## config.mk

```make
export PLATFORM = sky130hd
export DESIGN_NAME = utf8_byte_stream_decoder_core
export DESIGN_NICKNAME = d
export VERILOG_FILES = /design/src/rtl/utf8d_pkg.sv /design/src/rtl/utf8d_decode.sv /design/src/rtl/utf8_byte_stream_decoder_core.sv
export VERILOG_INCLUDE_DIRS = /design/src /design/src/rtl
export SDC_FILE = /design/constraint.sdc
export NUM_CORES = 1
export LEC_CHECK = 0
export ABC_AREA = 1
export BUFFER_PORTS_ARGS = -buffer_cell sky130_fd_sc_hd__buf_2
export CELL_PAD_IN_SITES_DETAIL_PLACEMENT = 1
export CELL_PAD_IN_SITES_GLOBAL_PLACEMENT = 1
export CORE_MARGIN = 2
export CORE_UTILIZATION = 44
export CTS_BUF_LIST = sky130_fd_sc_hd__clkbuf_16
export DETAILED_ROUTE_END_ITERATION = 8
export PLACE_DENSITY = 0.84
export SLEW_MARGIN = 20
export SYNTH_ARGS = -nofsm -noshare
export SYNTH_HDL_FRONTEND = slang
export SYNTH_SLANG_ARGS = --single-unit
```

## constraint.sdc

```tcl
create_clock -name i_clk -period 5.2 [get_ports i_clk]
set_input_delay 1.04 -clock i_clk [delete_from_list [all_inputs] [get_ports i_clk]]
set_output_delay 1.04 -clock i_clk [all_outputs]
set_load 0.05 [all_outputs]
```

## src/rtl/utf8_byte_stream_decoder_core_macros.svh

```systemverilog
// ----------------------------------------------------------------------------
// utf8 decoder assertion macros
// shared concurrent assertion wrappers for the decoder rtl
// ----------------------------------------------------------------------------
`ifndef UTF8_BYTE_STREAM_DECODER_CORE_MACROS_SVH
`define UTF8_BYTE_STREAM_DECODER_CORE_MACROS_SVH

// property checked on every clock edge outside reset
`define UTF8D_ASSERT(lbl, prop, msg) \
    lbl: assert property (@(posedge i_clk) disable iff (!i_rst_n) (prop)) else $error(msg);

// property checked on every clock edge, reset included
`define UTF8D_ASSERT_ALWAYS(lbl, prop, msg) \
    lbl: assert property (@(posedge i_clk) (prop)) else $error(msg);

`endif

```

## src/rtl/utf8d_pkg.sv

```systemverilog
// ----------------------------------------------------------------------------
// utf8 decoder package
// result types, code point limits and lead byte decoding shared by the rtl
// ----------------------------------------------------------------------------
package utf8d_pkg;

    localparam int CP_W   = 21;
    localparam int ACC_W  = 31;

    localparam logic [CP_W-1:0]  REPL_CHAR = 21'h00FFFD;
    localparam logic [ACC_W-1:0] SURR_LO   = 31'h0000D800;
    localparam logic [ACC_W-1:0] SURR_HI   = 31'h0000DFFF;
    localparam logic [ACC_W-1:0] CP_MAX    = 31'h0010FFFF;

    // continuation count of the three-byte form, the only one allowed surrogates
    localparam logic [2:0] FORM_3BYTE = 3'd2;

    // one decoded result
    typedef struct packed {
        logic [CP_W-1:0] code_point;
        logic            replaced;
        logic            run_end;
    } t_result;

    // everything one byte produces
    typedef struct packed {
        logic [1:0] count;
        t_result    res0;
        t_result    res1;
    } t_dec;

    // outcome of reading a byte as a lead
    typedef struct packed {
        logic            emit;
        logic            rep;
        logic [CP_W-1:0] cp;
        logic [2:0]      cont;
        logic [4:0]      acc;
    } t_lead;

    // continuation count of a lead byte, zero when not a lead
    function automatic logic [2:0] lead_count(input logic [7:0] b);
        logic [2:0] c;
        c = 3'd0;
        if (b[7:5] == 3'b110)        c = 3'd1;
        else if (b[7:4] == 4'b1110)  c = 3'd2;
        else if (b[7:3] == 5'b11110) c = 3'd3;
        else if (b[7:2] == 6'b111110) c = 3'd4;
        else if (b[7:1] == 7'b1111110) c = 3'd5;
        return c;
    endfunction

    // decode a byte where a lead is expected
    function automatic t_lead lead_decode(input logic [7:0] b, input logic [2:0] left);
        t_lead      r;
        logic [2:0] c;
        c = lead_count(b);
        r = '0;
        if (!b[7]) begin
            r.emit = 1'b1;
            r.cp   = {13'd0, b};
        end else if (c == 3'd0 || left <= c) begin
            r.emit = 1'b1;
            r.rep  = 1'b1;
            r.cp   = REPL_CHAR;
        end else begin
            r.cont = c;
            case (c)
                3'd1:    r.acc = b[4:0];
                3'd2:    r.acc = {1'b0, b[3:0]};
                3'd3:    r.acc = {2'b0, b[2:0]};
                3'd4:    r.acc = {3'b0, b[1:0]};
                default: r.acc = {4'b0, b[0]};
            endcase
        end
        return r;
    endfunction

endpackage

```

## src/rtl/utf8d_decode.sv

```systemverilog
// ----------------------------------------------------------------------------
// utf8 decoder step
// sequence state and the per-byte decode into zero, one or two results
// ----------------------------------------------------------------------------
module utf8d_decode import utf8d_pkg::*; (
    input  logic       i_clk,
    input  logic       i_rst_n,
    input  logic [7:0] i_data_byte,
    input  logic [2:0] i_bytes_left,
    input  logic       i_step,
    output t_dec       o_dec
);

    logic [2:0]       r_pend, n_pend;
    logic [2:0]       r_form, n_form;
    logic [ACC_W-1:0] r_acc,  n_acc;

    t_lead            ld;
    logic [ACC_W-1:0] v;
    logic             bad;

    // per-byte decode and next sequence state
    always_comb begin
        ld     = lead_decode(i_data_byte, i_bytes_left);
        v      = {r_acc[ACC_W-7:0], i_data_byte[5:0]};
        bad    = (r_form != FORM_3BYTE && v >= SURR_LO && v <= SURR_HI) || v > CP_MAX;
        n_pend = r_pend;
        n_form = r_form;
        n_acc  = r_acc;
        o_dec  = '0;
        if (r_pend == 3'd0) begin
            // idle: byte is a lead
            if (ld.emit) begin
                o_dec.count = 2'd1;
                o_dec.res0  = '{code_point: ld.cp, replaced: ld.rep, run_end: 1'b1};
            end else begin
                n_pend = ld.cont;
                n_form = ld.cont;
                n_acc  = {{(ACC_W-5){1'b0}}, ld.acc};
            end
        end else if (i_data_byte[7:6] == 2'b10) begin
            // good continuation
            n_pend = r_pend - 3'd1;
            n_acc  = v;
            if (r_pend == 3'd1) begin
                o_dec.count = 2'd1;
                o_dec.res0  = '{code_point: bad ? REPL_CHAR : v[CP_W-1:0],
                                replaced: bad, run_end: 1'b1};
                n_form = 3'd0;
                n_acc  = '0;
            end
        end else begin
            // broken sequence: replace, then read the byte again as a lead
            o_dec.res0 = '{code_point: REPL_CHAR, replaced: 1'b1, run_end: !ld.emit};
            if (ld.emit) begin
                o_dec.count = 2'd2;
                o_dec.res1  = '{code_point: ld.cp, replaced: ld.rep, run_end: 1'b1};
                n_pend      = 3'd0;
                n_form      = 3'd0;
                n_acc       = '0;
            end else begin
                o_dec.count = 2'd1;
                n_pend      = ld.cont;
                n_form      = ld.cont;
                n_acc       = {{(ACC_W-5){1'b0}}, ld.acc};
            end
        end
    end

    // sequence state, advanced once per consumed byte
    always_ff @(posedge i_clk) begin
        if (!i_rst_n) begin
            r_pend <= '0;
            r_form <= '0;
            r_acc  <= '0;
        end else if (i_step) begin
            r_pend <= n_pend;
            r_form <= n_form;
            r_acc  <= n_acc;
        end
    end

endmodule

```

## src/rtl/utf8_byte_stream_decoder_core.sv

```systemverilog
// ----------------------------------------------------------------------------
// utf8 byte stream decoder core
// lenient utf-8 to code point decoder, one byte per word in, one code point out
// ----------------------------------------------------------------------------
// Takes one byte per cycle while s_axis_tready is high: a word is registered,
// decoded against the open sequence from that register, and its results go to
// a two-entry output queue. Most bytes give zero or one result, so the stream
// runs at one byte per clock while results drain. A byte that breaks an open
// sequence and is itself a complete character gives two results; the single
// output port drains one result per cycle, so such a byte waits in the input
// register while the queue holds a result that does not leave in that cycle.
// A word passes the input register, its results the output queue. Replacement
// results carry 0xFFFD with tuser set; tlast marks the last result of a byte.
`include "utf8_byte_stream_decoder_core_macros.svh"

module utf8_byte_stream_decoder_core import utf8d_pkg::*; (
    input  logic        i_clk,
    input  logic        i_rst_n,
    input  logic        s_axis_tvalid,
    output logic        s_axis_tready,
    input  logic [15:0] s_axis_tdata,   // [7:0] data_byte, [10:8] bytes_left
    output logic        m_axis_tvalid,
    input  logic        m_axis_tready,
    output logic [23:0] m_axis_tdata,   // [20:0] code_point
    output logic        m_axis_tlast,   // run_end
    output logic        m_axis_tuser    // replaced
);

    logic       r_in_valid, n_in_valid;
    logic [7:0] r_byte, n_byte;
    logic [2:0] r_left, n_left;

    t_result    r_q [2];
    t_result    n_q [2];
    logic [1:0] r_cnt, n_cnt;
    logic [1:0] cnt_ap;
    logic       pop;
    logic       consume;
    t_dec       dec;

    utf8d_decode u_decode (
        .i_clk        (i_clk),
        .i_rst_n      (i_rst_n),
        .i_data_byte  (r_byte),
        .i_bytes_left (r_left),
        .i_step       (consume),
        .o_dec        (dec)
    );

    // handshake and queue room
    always_comb begin
        pop           = m_axis_tvalid && m_axis_tready;
        cnt_ap        = r_cnt - {1'b0, pop};
        consume       = r_in_valid && (({1'b0, cnt_ap} + {1'b0, dec.count}) <= 3'd2);
        s_axis_tready = !r_in_valid || consume;
    end

    // input word register
    always_comb begin
        n_in_valid = r_in_valid;
        n_byte     = r_byte;
        n_left     = r_left;
        if (s_axis_tready) begin
            n_in_valid = s_axis_tvalid;
            n_byte     = s_axis_tdata[7:0];
            n_left     = s_axis_tdata[10:8];
        end
    end

    // output queue: shift on pop, append decoded results
    always_comb begin
        n_q[0] = pop ? r_q[1] : r_q[0];
        n_q[1] = r_q[1];
        n_cnt  = cnt_ap;
        if (consume && dec.count != 2'd0) begin
            case (cnt_ap)
                2'd0: begin
                    n_q[0] = dec.res0;
                    n_q[1] = dec.res1;
                end
                default: n_q[1] = dec.res0;
            endcase
            n_cnt = cnt_ap + dec.count;
        end
    end

    always_ff @(posedge i_clk) begin
        if (!i_rst_n) begin
            r_in_valid <= 1'b0;
            r_cnt      <= '0;
        end else begin
            r_in_valid <= n_in_valid;
            r_cnt      <= n_cnt;
        end
    end

    // payload registers
    always_ff @(posedge i_clk) begin
        r_byte <= n_byte;
        r_left <= n_left;
        r_q[0] <= n_q[0];
        r_q[1] <= n_q[1];
    end

    // result port from the queue head
    assign m_axis_tvalid = (r_cnt != 2'd0);
    assign m_axis_tdata  = {3'b0, r_q[0].code_point};
    assign m_axis_tlast  = r_q[0].run_end;
    assign m_axis_tuser  = r_q[0].replaced;

    `UTF8D_ASSERT(a_cnt_range, r_cnt != 2'd3, "output queue count out of range")
    `UTF8D_ASSERT(a_no_overflow, (r_cnt == 2'd2 && !pop) |-> !(consume && dec.count != 2'd0),
        "result pushed into a full queue")
    `UTF8D_ASSERT(a_repl_value,
        (m_axis_tvalid && m_axis_tuser) |-> m_axis_tdata[20:0] == REPL_CHAR,
        "replaced result without replacement character")
    `UTF8D_ASSERT(a_cp_max, m_axis_tvalid |-> m_axis_tdata[20:0] <= 21'h10FFFF,
        "code point above unicode range")
    `UTF8D_ASSERT_ALWAYS(a_reset_idle, !i_rst_n |=> (!m_axis_tvalid && s_axis_tready),
        "block not idle after reset")

endmodule
```

==> flow_summary_export.csv <==
group,metric,value,unit
run_status,status,"finished, final reports clean",
power,comb_power_share,49.2,%
final_layout,diodes,0,
power,p_switching,1718,uW
drt,viasPerCell,5.271,
synth,synth-seq-cells,91,
sta,fin_setup_tns,0,ps
critical_path,worstPathMaxFanout,9,
clocking,clk_pin_slew_worst_paths,70,ps
final_layout,syn_to_final_growth,9.027,%
power,peakVddDrop,0.0002980,V
final_layout,layout.nets,634,
sta,period_needed,4920,ps
power,internal-power,1911,uW
power,power_frac_clock,17.5,%
sta,finalHoldViolations,0,
clocking,numClockSinks,91,
power,power_density,712.6,mW/mm^2
clocking,cts_buffers,9,
synth,ys_seq_area_share,46.29,%
critical_path,worst_r2r_endpoint,"r_q[0][3]",
critical_path,r2r_start,"r_byte[7]",
final_layout,mostFrequentLayoutCell,"nand2_1",
floorplan,initial_core_util,45.24,%
synth,synthArstFlopShare,0,%
synth,yosysWarnings,0,
floorplan,die_area,0.01146,mm^2
floorplan,rows,37,
grt,grt_overflow,0,
synth,avgSynthCellArea,7.930,um^2
placement,dpl.cell_count,724,
floorplan,core-area,0.01032,mm^2
critical_path,startpoint_type,"flop",
power,switching_share,47.33,%
drt,num_vias,3932,
critical_path,critPathMaxStageDelay,490,ps
critical_path,cp-startpoint,"r_byte[7]",
drt,drtPass1Iterations,4,
sta,slew_violations,0,
hold_path,min_from,"u_decode.r_acc[24]",
critical_path,crit_arrival,3880,ps
clocking,cts_tree,"done",
synth,netlist_instances,589,
sta,fmax,203.2,MHz
critical_path,reg2reg_slack,540,ps
placement,gp_congestion,0.8642,
synth,synth_area,0.004671,mm^2
grt,antenna_found_initial,0,
drt,drc,0,
clocking,cts_max_level,3,
final_layout,drive_gt1_share,15.90,%
grt,grt_pass1_vias,4033,
clocking,worst_skew_pair.late_latency,360,ps
grt,grt_pass1_wl,19.64,mm
floorplan,pin_count,48,
critical_path,required,4160,ps
synth,synthFlopType,"dfxtp_1",
final_layout,instances_no_fill,746,
sta,worstMarginPinSlew,721.1,ps
drt,wl_per_cell,15.62,um
critical_path,worstPathCellList,"nand2_2 -> nor2_1 -> nand2_1 -> nand2_1 -> inv_1 -> ha_1 -> nand2_1 -> inv_1 -> a22oi_2 -> nand2_4 -> nand3_1 -> nand3_1 -> inv_1 -> ha_1 -> inv_1 -> fa_1 -> inv_1 -> nand2_1 -> nand2_1 -> nand2_1 -> clkbuf_4",
drt,wirelength,11.65,mm
placement,detailedPlacementHpwl,8.272,mm
clocking,clockBufferDepth,2,
drt,ant_nets,0,
power,leakagePower,0.002204,uW
critical_path,endpoint_kind,"primary output",
drt,drt_iter0_drc,168,
sta,finalClockSkew,7.756,ps
final_layout,finish.utilization,49.33,%
critical_path,endpoint,"s_axis_tready",
clocking,cts_root_buf,"clkbuf_16",
floorplan,die_y,107.0,um
critical_path,critPathSlowestCell,"fa_1",
critical_path,critPathKind,"flop to primary output",
hold_path,min_path_type,"flop to flop",
final_layout,mostFrequentLayoutCells,"nand2_1 (138), nor2_1 (61), dfxtp_1 (57)",
flow_run,cap_violations,0,
floorplan,die_x,107.0,um
grt,grt_max_degree,29,
sta,whs,472.7,ps
sta,setup_viol,0,
placement,portBuffers,39,
power,total_power,3629,uW
sta,fin_crit_sh,94.62,%
grt,track_usage,21.81,%
synth,synth_edf_count,34,
sta,slew_headroom,51.88,%
power,seqPwrFrac,33.3,%
critical_path,crit_path_frequent_cell,"nand2_1",
critical_path,r2r_cells,25,
synth,ys_types,38,
[cell families after synthesis]
logic type                 Yosys count  synth area share, %
and+or+nand+nor                    294                28.26
buffers and inverters              103                11.60
DFF                                 91                46.29
AOI/OAI and AO/OA                   84                9.751
adders and majority gates            9                2.572
muxes                                5                1.072
xor gates and xnor gates             2               0.3751
other                                1              0.08029
[stage by stage]
stage | cell area [um^2] | worst slack (ps)
floorplan | 4678 | 744.2
global placement | 4758 | 496.4
finish | 5092 | 279.7
global route | 5092 | -28.84
CTS | 5045 | 53.97
detailed placement | 4758 | 323.7
[Yosys cell counts, types with 2 or more instances]
cell type / count / area, um^2
a21oi_1: 35 / 175.2
buf_1: 3 / 11.26
buf_2: 3 / 15.01
buf_4: 26 / 195.2
buf_6: 7 / 78.83
clkbuf_1: 10 / 37.54
dfxtp_1: 57 / 1141
edfxtp_1: 34 / 1021
ha_1: 8 / 100.1
inv_1: 50 / 187.7
inv_2: 3 / 11.26
mux2i_1: 5 / 50.05
nand2_1: 138 / 518.0
nand2_2: 4 / 25.02
nand2_4: 2 / 22.52
nand3_1: 47 / 235.2
nand3_2: 2 / 20.02
nand3b_1: 2 / 15.01
nand4_1: 16 / 100.1
nor2_1: 61 / 229.0
nor2_2: 2 / 12.51
nor2_4: 4 / 45.04
nor3_1: 7 / 35.03
o211ai_1: 7 / 52.55
o21ai_0: 30 / 150.1
o21ai_1: 5 / 25.02
o22ai_1: 2 / 12.51
or2_2: 8 / 50.05
xnor2_1: 2 / 17.52
[registers in the layout (all words and copies together) (netlist names)]
name / flops
r_byte: 8
r_cnt: 2
u_decode.r_pend: 3
r_q: 46
r_left: 3
u_decode.r_acc: 25
r_in_valid: 1
u_decode.r_form: 3
[worst max-delay path, delay by kind of cell, from the launching register on]
kind / cells / cell delay (ps)
buf+inv: 6 / 570
fa+ha+maj: 3 / 940
compound gates: 1 / 230
simple gates: 11 / 1370
flops: 1 / 420
[what timing repair did]
action	4_1_cts	5_1_grt
hold buffers	0	0
buffers inserted	0	6
pin swaps	0	1
setup endpoints to repair	1	22
gates resized for setup	1	1
[per-layer routing]
| metal | vias to the layer above | GRT usage, % | share of wire (%) |
|---|---|---|---|
| met5 | - | 0 | 0 |
| li1 | 1947 | - | - |
| met4 | 0 | 8.813 | 1.9 |
| met1 | 1891 | 27.35 | 45 |
| met2 | 70 | 36.62 | 50 |
| met3 | 24 | 4.438 | 3.3 |
[power groups by stage]
stage	Combinational (uW)	Clock (uW)	Sequential, uW
2_1_floorplan	1450	0	1210
3_3_place_gp	1630	0	1220
3_5_place_dp	1710	0	1230
4_1_cts	1740	646	1220
5_1_grt	1980	675	1230
6_report	1780	635	1210
[worst min path at each step]
stage | end | slack (ps) | cells after the start
finish | u_decode.r_acc[24] | 470 | 2
global route | u_decode.r_acc[22] | 490 | 2
CTS | u_decode.r_acc[22] | 470 | 2
detailed placement | u_decode.r_acc[22] | 460 | 2
global placement | u_decode.r_form[0] | 440 | 2
floorplan | u_decode.r_form[0] | 430 | 2
[area by class of cell]
class / count / area [um^2]
inverters: 54 / 203.9
repair buffers: 52 / 295.3
well taps: 136 / 170.2
multi-input cells: 397 / 1979
clock buffers: 9 / 225.2
flip-flops and latches: 91 / 2162
clock inverters: 7 / 56.30
fillers: 1281 / 5231
No activity file was read; power rests on OpenSTA's default activity.
